==> config.mk <==
export PLATFORM = sky130hd
export DESIGN_NAME = encoder_period_duty_regulator_flat
export DESIGN_NICKNAME = d
export VERILOG_FILES = /design/src/epdr_pkg.sv /design/src/epdr_in_if.sv /design/src/epdr_out_if.sv /design/src/epdr_lane.sv /design/src/epdr_merge.sv /design/src/encoder_period_duty_regulator.sv /design/src/flat_wrapper.sv
export SDC_FILE = /design/constraint.sdc
export NUM_CORES = 1
export LEC_CHECK = 0
export ABC_AREA = 1
export BUFFER_PORTS_ARGS = -buffer_cell sky130_fd_sc_hd__clkbuf_2
export CAP_MARGIN = 5
export CORE_MARGIN = 2
export CORE_UTILIZATION = 30
export CTS_CLUSTER_SIZE = 20
export DETAILED_ROUTE_END_ITERATION = 6
export GPL_TIMING_DRIVEN = 0
export PLACE_DENSITY = 0.42
export SYNTH_ARGS = -nofsm -noshare
export SYNTH_HDL_FRONTEND = slang
export SYNTH_SLANG_ARGS = --single-unit
==> constraint.sdc <==
create_clock -name clk -period 12.78 [get_ports clk]
set_clock_uncertainty 0.1 [all_clocks]
set_input_delay 3.834 -clock clk [delete_from_list [all_inputs] [get_ports clk]]
set_output_delay 3.834 -clock clk [all_outputs]
set_load 0.02 [all_outputs]
==> src/epdr_pkg.sv <==
`timescale 1ns / 1ps

package epdr_pkg;

  // Window length and measurement width
  localparam int SAMPLES     = 6;
  localparam int PERIOD_BITS = 24;

  localparam int CAP_W        = 16;
  localparam int DUTY_W       = 16;
  localparam int OUT_PERIOD_W = 24;
  localparam int TARGET_W     = 24;

  localparam int TRK_W = PERIOD_BITS + 2;
  localparam int CNT_W = $clog2(SAMPLES + 1);
  localparam int SUM_W = PERIOD_BITS + CNT_W;
  localparam int THR_W = TARGET_W + CNT_W;
  localparam int CMP_W = (SUM_W > THR_W) ? SUM_W : THR_W;

  localparam logic signed [TRK_W-1:0] OVF_STEP = TRK_W'(2 ** CAP_W);
  localparam logic signed [TRK_W-1:0] PMAX     = (TRK_W'(1) << PERIOD_BITS) - TRK_W'(1);

  localparam logic [DUTY_W-1:0]   DUTY_RESET   = DUTY_W'(100);
  localparam logic [DUTY_W-1:0]   DUTY_MAX     = '1;
  localparam logic [TARGET_W-1:0] TARGET_RESET = TARGET_W'(65000);
  localparam logic [THR_W-1:0]    THR_LO_RESET = THR_W'(TARGET_RESET) * THR_W'(SAMPLES);
  localparam logic [THR_W-1:0]    THR_HI_RESET = THR_LO_RESET + THR_W'(SAMPLES - 1);

  typedef struct packed {
    logic              overflow;
    logic              left_valid;
    logic [CAP_W-1:0]  left_capture;
    logic              right_valid;
    logic [CAP_W-1:0]  right_capture;
  } in_beat_t;

  typedef struct packed {
    logic [DUTY_W-1:0]       left_duty;
    logic [DUTY_W-1:0]       right_duty;
    logic [OUT_PERIOD_W-1:0] left_period;
    logic [OUT_PERIOD_W-1:0] right_period;
    logic                    left_adjusted;
    logic                    right_adjusted;
  } out_beat_t;

  // Per-lane command for one accepted beat
  typedef struct packed {
    logic             fire;
    logic             overflow;
    logic             cap_valid;
    logic [CAP_W-1:0] stamp;
  } lane_cmd_t;

  // Window compare thresholds: sum > hi means average above target,
  // sum < lo means average below target
  typedef struct packed {
    logic [CMP_W-1:0] lo;
    logic [CMP_W-1:0] hi;
  } thr_t;

  typedef struct packed {
    logic [DUTY_W-1:0]       duty;
    logic [OUT_PERIOD_W-1:0] period;
    logic                    adjusted;
  } lane_res_t;

endpackage

==> src/epdr_in_if.sv <==
`timescale 1ns / 1ps

interface epdr_in_if;
  import epdr_pkg::*;

  logic     valid;
  logic     ready;
  in_beat_t data;

  modport source (output valid, output data, input ready);
  modport sink   (input valid, input data, output ready);
endinterface

==> src/epdr_out_if.sv <==
`timescale 1ns / 1ps

interface epdr_out_if;
  import epdr_pkg::*;

  logic      valid;
  logic      ready;
  out_beat_t data;

  modport source (output valid, output data, input ready);
  modport sink   (input valid, input data, output ready);
endinterface

==> src/epdr_lane.sv <==
`timescale 1ns / 1ps

module epdr_lane (
  input  logic                clk,
  input  logic                rst,
  input  epdr_pkg::lane_cmd_t cmd,
  input  epdr_pkg::thr_t      thr,
  output epdr_pkg::lane_res_t res
);
  import epdr_pkg::*;

  logic signed [TRK_W-1:0]  tracker, tracker_next;
  logic [SUM_W-1:0]         sum, sum_next;
  logic [CNT_W-1:0]         cnt, cnt_next;
  logic [DUTY_W-1:0]        duty, duty_next;
  logic [PERIOD_BITS-1:0]   last_period, last_period_next;

  logic signed [TRK_W-1:0]  trk_inc, trk_ovf, stamp_s, p_raw;
  logic [PERIOD_BITS-1:0]   p_sat;
  logic [SUM_W-1:0]         sum_acc;
  logic [CNT_W-1:0]         cnt_inc;
  logic                     win_done, go_up, go_down;

  always_comb begin
    // apply overflow first, saturating the tracker
    trk_inc = tracker + OVF_STEP;
    if (cmd.overflow) begin
      trk_ovf = (trk_inc > PMAX) ? PMAX : trk_inc;
    end else begin
      trk_ovf = tracker;
    end

    stamp_s = $signed({{(TRK_W - CAP_W){1'b0}}, cmd.stamp});
    p_raw   = trk_ovf + stamp_s;
    if (p_raw < 0) begin
      p_sat = '0;
    end else if (p_raw > PMAX) begin
      p_sat = PMAX[PERIOD_BITS-1:0];
    end else begin
      p_sat = p_raw[PERIOD_BITS-1:0];
    end

    sum_acc  = sum + SUM_W'(p_sat);
    cnt_inc  = cnt + CNT_W'(1);
    win_done = cmd.cap_valid && (cnt_inc == CNT_W'(SAMPLES));
    go_up    = (CMP_W'(sum_acc) > thr.hi) && (duty != DUTY_MAX);
    go_down  = (CMP_W'(sum_acc) < thr.lo) && (duty != '0);

    tracker_next     = trk_ovf;
    sum_next         = sum;
    cnt_next         = cnt;
    duty_next        = duty;
    last_period_next = last_period;
    if (cmd.cap_valid) begin
      tracker_next     = -stamp_s;
      last_period_next = p_sat;
      sum_next         = sum_acc;
      cnt_next         = cnt_inc;
      if (win_done) begin
        sum_next = '0;
        cnt_next = '0;
        if (go_up) begin
          duty_next = duty + DUTY_W'(1);
        end else if (go_down) begin
          duty_next = duty - DUTY_W'(1);
        end
      end
    end

    res.duty     = duty_next;
    res.period   = OUT_PERIOD_W'(last_period_next);
    res.adjusted = win_done;
  end

  always_ff @(posedge clk) begin
    if (rst) begin
      tracker     <= '0;
      sum         <= '0;
      cnt         <= '0;
      duty        <= DUTY_RESET;
      last_period <= '0;
    end else if (cmd.fire) begin
      tracker     <= tracker_next;
      sum         <= sum_next;
      cnt         <= cnt_next;
      duty        <= duty_next;
      last_period <= last_period_next;
    end
  end

  a_cnt_in_window: assert property (@(posedge clk) disable iff (rst)
    cnt < CNT_W'(SAMPLES))
    else $error("sample count left the window");

  a_tracker_cap: assert property (@(posedge clk) disable iff (rst)
    tracker <= PMAX)
    else $error("tracker above saturation limit");

  a_duty_only_at_window: assert property (@(posedge clk) disable iff (rst)
    (!(cmd.fire && win_done)) |=> $stable(duty))
    else $error("duty moved outside a window end");

  a_sum_cleared: assert property (@(posedge clk) disable iff (rst)
    (cmd.fire && win_done) |=> (sum == '0 && cnt == '0))
    else $error("window end did not clear the sum");
endmodule

==> src/epdr_merge.sv <==
`timescale 1ns / 1ps

module epdr_merge (
  input  logic                clk,
  input  logic                rst,
  input  logic                fire,
  input  epdr_pkg::lane_res_t left_res,
  input  epdr_pkg::lane_res_t right_res,
  output logic                ready,
  epdr_out_if.source          out_ch
);
  import epdr_pkg::*;

  logic      valid;
  out_beat_t beat;

  assign ready        = !valid || out_ch.ready;
  assign out_ch.valid = valid;
  assign out_ch.data  = beat;

  always_ff @(posedge clk) begin
    if (rst) begin
      valid <= 1'b0;
    end else if (fire) begin
      valid <= 1'b1;
    end else if (out_ch.ready) begin
      valid <= 1'b0;
    end
  end

  // payload: hold until replaced by the next accepted beat
  always_ff @(posedge clk) begin
    if (fire) begin
      beat.left_duty      <= left_res.duty;
      beat.right_duty     <= right_res.duty;
      beat.left_period    <= left_res.period;
      beat.right_period   <= right_res.period;
      beat.left_adjusted  <= left_res.adjusted;
      beat.right_adjusted <= right_res.adjusted;
    end
  end

  a_fire_loads: assert property (@(posedge clk) disable iff (rst)
    fire |=> valid)
    else $error("accepted beat produced no result");

  a_fire_needs_room: assert property (@(posedge clk) disable iff (rst)
    fire |-> (!valid || out_ch.ready))
    else $error("beat accepted over an untaken result");

  a_drain: assert property (@(posedge clk) disable iff (rst)
    (valid && out_ch.ready && !fire) |=> !valid)
    else $error("taken result not dropped");
endmodule

==> src/encoder_period_duty_regulator.sv <==
`timescale 1ns / 1ps
// Each result beat is registered and reaches out_ch the cycle after its input is accepted.
// Throughput: one beat per cycle unless the sink stalls; each wheel lane finishes
// its update in the accept cycle, and the result register frees as the sink takes its beat.
// Reset (rst, synchronous, active high): trackers, sums, counts and periods
// clear, duties go to 100, target period goes to 65000, output empties.

module encoder_period_duty_regulator (
  input  logic                            clk,
  input  logic                            rst,
  input  logic                            cfg_wr_en,
  input  logic [epdr_pkg::TARGET_W-1:0]   cfg_wr_data,
  epdr_in_if.sink                         in_ch,
  epdr_out_if.source                      out_ch
);
  import epdr_pkg::*;

  // Target period held as window-sum thresholds, so no divide by the
  // window length is needed: avg > target when sum > S*target + S-1,
  // avg < target when sum < S*target.
  logic [THR_W-1:0] thr_lo, thr_lo_next;
  logic [THR_W-1:0] thr_hi, thr_hi_next;

  thr_t      thr;
  lane_cmd_t left_cmd, right_cmd;
  lane_res_t left_res, right_res;
  logic      ready;
  logic      fire;

  always_comb begin
    thr_lo_next = THR_W'(cfg_wr_data) * THR_W'(SAMPLES);
    thr_hi_next = thr_lo_next + THR_W'(SAMPLES - 1);
  end

  always_ff @(posedge clk) begin
    if (rst) begin
      thr_lo <= THR_LO_RESET;
      thr_hi <= THR_HI_RESET;
    end else if (cfg_wr_en) begin
      thr_lo <= thr_lo_next;
      thr_hi <= thr_hi_next;
    end
  end

  // accept a beat whenever the result register has room
  assign in_ch.ready = ready;
  assign fire        = in_ch.valid && ready;

  assign thr.lo = CMP_W'(thr_lo);
  assign thr.hi = CMP_W'(thr_hi);

  // fan the beat out to the two wheel lanes; overflow goes to both
  always_comb begin
    left_cmd.fire       = fire;
    left_cmd.overflow   = in_ch.data.overflow;
    left_cmd.cap_valid  = in_ch.data.left_valid;
    left_cmd.stamp      = in_ch.data.left_capture;
    right_cmd.fire      = fire;
    right_cmd.overflow  = in_ch.data.overflow;
    right_cmd.cap_valid = in_ch.data.right_valid;
    right_cmd.stamp     = in_ch.data.right_capture;
  end

  epdr_lane u_left_lane (
    .clk (clk),
    .rst (rst),
    .cmd (left_cmd),
    .thr (thr),
    .res (left_res)
  );

  epdr_lane u_right_lane (
    .clk (clk),
    .rst (rst),
    .cmd (right_cmd),
    .thr (thr),
    .res (right_res)
  );

  // combine both lanes into one result beat and register it
  epdr_merge u_merge (
    .clk       (clk),
    .rst       (rst),
    .fire      (fire),
    .left_res  (left_res),
    .right_res (right_res),
    .ready     (ready),
    .out_ch    (out_ch)
  );

  a_thr_order: assert property (@(posedge clk) disable iff (rst)
    thr_hi == thr_lo + THR_W'(SAMPLES - 1))
    else $error("threshold pair out of step");

  a_cfg_load: assert property (@(posedge clk) disable iff (rst)
    cfg_wr_en |=> (thr_lo == $past(thr_lo_next)))
    else $error("target write not taken");

  a_ready_follows_out: assert property (@(posedge clk) disable iff (rst)
    (!out_ch.valid) |-> in_ch.ready)
    else $error("input stalled with empty output");
endmodule

==> src/flat_wrapper.sv <==
// flat-port wrapper written by rule: the top's interface ports become plain ports
module encoder_period_duty_regulator_flat import epdr_pkg::*;
  (clk, rst, cfg_wr_en, cfg_wr_data, in_ch_valid, in_ch_data, in_ch_ready, out_ch_valid, out_ch_data, out_ch_ready);
  epdr_in_if in_ch_i ();
  epdr_out_if out_ch_i ();
  input  logic clk;
  input  logic rst;
  input  logic cfg_wr_en;
  input  logic [epdr_pkg::TARGET_W-1:0] cfg_wr_data;
  input wire logic [$bits(in_ch_i.valid)-1:0] in_ch_valid;
  input wire logic [$bits(in_ch_i.data)-1:0] in_ch_data;
  output wire logic [$bits(in_ch_i.ready)-1:0] in_ch_ready;
  output wire logic [$bits(out_ch_i.valid)-1:0] out_ch_valid;
  output wire logic [$bits(out_ch_i.data)-1:0] out_ch_data;
  input wire logic [$bits(out_ch_i.ready)-1:0] out_ch_ready;
  assign in_ch_i.valid = in_ch_valid;
  assign in_ch_i.data = in_ch_data;
  assign in_ch_ready = in_ch_i.ready;
  assign out_ch_valid = out_ch_i.valid;
  assign out_ch_data = out_ch_i.data;
  assign out_ch_i.ready = out_ch_ready;
  encoder_period_duty_regulator u_core (.clk(clk), .rst(rst), .cfg_wr_en(cfg_wr_en), .cfg_wr_data(cfg_wr_data), .in_ch(in_ch_i), .out_ch(out_ch_i));
endmodule
==> results.txt <==
* Area of the core: 0.08382 mm^2
- STA puts the critical path data required time at 13010 ps.
- P_leak: 14.09 nW
- The share of the Yosys chip area taken by registers is 0.2884.
- In the synthesized netlist the dominant register cell turns out to be dfxtp_1.
- For this design, the slowest cell found on the critical path is o21ai_0.
- Area of the multi-input gates: 0.01562 mm^2
- Routed Antenna Nets: 0
- Cell seen most often among critical-path stages: nand2_1
* Rows: 106
* Maximum buffer depth of the clock tree: 3
- CTS built an H-tree with a depth of 2.
* Combinational power share: 0.380
* Total number of nets in the final design: 4272
* Setup crit start kind: input port
- CTS tree: built
- Of the total power, registers draw 0.297.
- TritonCTS Buffers: 42
- Share of flip-flops with an asynchronous set or reset after synthesis: 0
* Number of cells after detailed placement: 5063
- The internal portion of the total power is 2.416 mW.
- The area growth from synthesis to layout is 14.38%.
* Number of top-level pins: 148
* Post-synthesis cell type with the largest combined area: dfxtp_1
- Placed instance area: 0.02765 mm^2
- After filler insertion, the fill cell instance count of the layout stands at 9395.
- EDFF count, synth: 82
- Post-layout util: 0.3476
* Share of final-layout standard cells stronger than drive strength 1: 0.09384
* Number of antenna violations at the first check in global routing: 0
* Leftover overflow at the end of global routing: 0
- CP Max Fanout: 10
- Pre-antenna DRT Iters: 5
* Reported net switching power: 1.626 mW
* Residual DRC: 0
- For this design, the CTS-stage hold fixing added 0 buffers.
- The tool flagged a number of max-cap violations equal to 0.
- Setup repair after global routing left no endpoint under its margin.
- First-pass GRT wire length: 141600 um
- In this design, the largest share of critical-path delay is due to simple AND/OR/NAND/NOR gates.
- Counting flops and latches in the post-synthesis netlist gives 326.
- Yosys warning count: 0
* Class of the worst hold path: reg2reg
* Initial core utilization: 0.3039
- Summed over all nets, the half-perimeter wirelength after detailed placement is 73850 um.
* Transition time of the tightest slew-check pin: 1252 ps
- Clock-pin slew was measured on the worst setup and hold paths at 60 ps.
- With fillers left out, the area of the finished cells amounts to 0.02914 mm^2.
- The sequential cells in the finished layout cover a total of 0.007347 mm^2.
- Highest attainable clock frequency: 84.46 MHz
- Clock insertion delay at the later pin of the skew report: 580 ps
- In this run the vertical extent of the chip is 295.4 um.
* Final Max Slew Viols: 0
- Most used standard cells in the synthesized netlist: nand2_1 (1014), inv_1 (495), a21oi_1 (371)
- The number of buffers and inverters on the critical path is 6.
* Final Wtd Congestion: 0.8763
- The tightest hold path in the finished design has a slack of 362.2 ps.
- Critical Path End Type: flip-flop
- The worst setup path is of the in2reg kind.
- Portion of synthesized cell area occupied by the leading cell type: 0.1917
* Number of global-route vias before repair: 23870
- The final hold violation count was 0.
* Avg Vias per Cell: 4.819
- Counting I/O delays and the setup requirement, the final critical path takes 11840 ps.
* Aggregate negative setup slack: 0 ps
* Aggregate global-route resource usage: 0.2100
- Number of input and output port buffers inserted: 144
- Cell with the most instances after synthesis: nand2_1
- Setup slack on the worst reg-to-reg path comes out at 3460 ps.
* Yosys cell types: 60
- Post-cts gate resize count: 0
* Maximum number of pins on one net before global-route repair: 62
- In the synthesized netlist, the number of instances is 3784.
* Overall die area: 0.08726 mm^2
* Relative max-transition margin: 0.1651
* Data arrival, critical path: 12070 ps
* Average cell area after synthesis: 6.732 um^2
- Worst path max stage delay: 450 ps
- Share of total power consumed by net switching: 0.4023
- First DRT Iteration DRCs: 1538
* Post-CTS setup buffer count: 0
* Mapped Nets: 4083
- Mean routed wirelength per cell: 17.94 um
* Outcome: finished, final reports clean
- Total via count in the routed design: 24780
- In this run the power density over the cells is 138.7 mW/mm^2.
* CTS root buffer: clkbuf_16
- Setup violations remaining at the end of the flow were counted as 0.
- VDD sags by at most 0.07259 mV.
* Final cycle utilization of the critical path: 0.9264
- Post-Synthesis Cell Area: 0.02547 mm^2
- Largest cells by area after synthesis: dfxtp_1 (19%), nand2_1 (15%), ha_1 (11%), edfxtp_1 (9.7%), inv_1 (7.3%)
- Floorplan die width: 295.4 um
- Routed Wire Length: 92290 um
- The tree built by TritonCTS fans out to 326 sinks.
- Share of total power in the clock network: 0.322
- The finished layout holds 5143 standard cells, fillers aside.
[worst reg2reg max path: cells and delay by family, from the launching register on]
family | cells | cell delay [ps]
fa+ha+maj | 4 | 1100
flops | 1 | 450
compound gates | 9 | 2240
simple gates | 28 | 4310
buf+inv | 4 | 870
[through the flow]
step,total power [mW],setup WS (ps)
after floorplan,2.253,2663
after global placement,2.758,20.50
after detailed placement,2.754,156.8
after CTS,4.086,772.2
after global routing,4.326,101.7
final,4.042,940.3
[layout by cell type (no fill, tap or decap), types with 11 or more instances in the layout]
cell	n
o21ai_1	32
xor2_1	105
a21oi_1	371
or2_2	26
edfxtp_1	82
nor4_1	14
nor2_1	230
clkbuf_16	45
nand2_1	1014
dfxtp_1	244
inv_1	495
nand2_2	48
ha_1	230
a21oi_2	14
o21ai_2	16
o211ai_1	34
nand3_1	195
o21ai_0	236
nand4_1	78
clkbuf_1	97
xnor2_1	33
nand3b_1	12
nor3_1	37
inv_2	11
clkbuf_2	145
[registers in the layout, summed over array words and instances (netlist names)]
signal and cells:
u_core.thr_lo 26, u_core.u_left_lane.last_period 24, u_core.u_right_lane.tracker 26, u_core.u_left_lane.duty 16
u_core.u_left_lane.sum 27, u_core.u_right_lane.cnt 3, u_core.u_merge.out_ch.data 82, u_core.thr_hi 25
u_core.u_left_lane.tracker 26, u_core.u_left_lane.cnt 3, u_core.u_right_lane.last_period 24, u_core.u_right_lane.sum 27
u_core.u_right_lane.duty 16, u_core.u_merge.out_ch.valid 1
[final cells by class]
type	instances	area share
tap	1134	0.04869
inverter	511	0.06587
timing repair buffer	145	0.02568
buffer	125	0.02023
multi-input combinational	2822	0.5362
antenna	2	0.0001718
sequential	326	0.2521
clock buffer	52	0.03989
clock inverter	26	0.01112
[worst paths after layout]
| kind | start | endpoint | cells after the start |
|---|---|---|---|
| setup / recovery | in_ch_data[34] | u_core.u_merge.out_ch.data[73] | 42 |
| hold / removal | u_core.thr_lo[2] | u_core.thr_lo[2] | 1 |
| setup reg to reg | u_core.u_left_lane.tracker[16] | u_core.u_merge.out_ch.data[73] | 45 |
| hold reg to reg | u_core.thr_lo[2] | u_core.thr_lo[2] | 1 |
[per-layer routing]
metal	up-vias	track usage	part of all wire
met2	462	0.3470	0.45
met5	-	0	0
met3	93	0.02143	0.037
met1	11380	0.2950	0.49
met4	0	0.04395	0.020
li1	12850	-	-
[power groups by stage]
stage | clock, mW | combinational, mW | sequential [mW]
finish | 1.30 | 1.54 | 1.20
global route | 1.38 | 1.74 | 1.21
CTS | 1.34 | 1.54 | 1.20
detailed placement | 0 | 1.53 | 1.22
global placement | 0 | 1.53 | 1.23
floorplan | 0 | 1.01 | 1.24
[kinds of logic (layout without fill, tap and decap cells)]
logic type	count (synthesis)	after routing	synth area share
buf+inv	636	859	0.09828
flops	326	326	0.2884
simple gates	1681	1681	0.2821
xor+xnor	140	140	0.04872
fa+ha+maj	235	235	0.1169
compound gates	766	766	0.1656
other cells	0	2	0
Power figures use the tool's default switching activity.
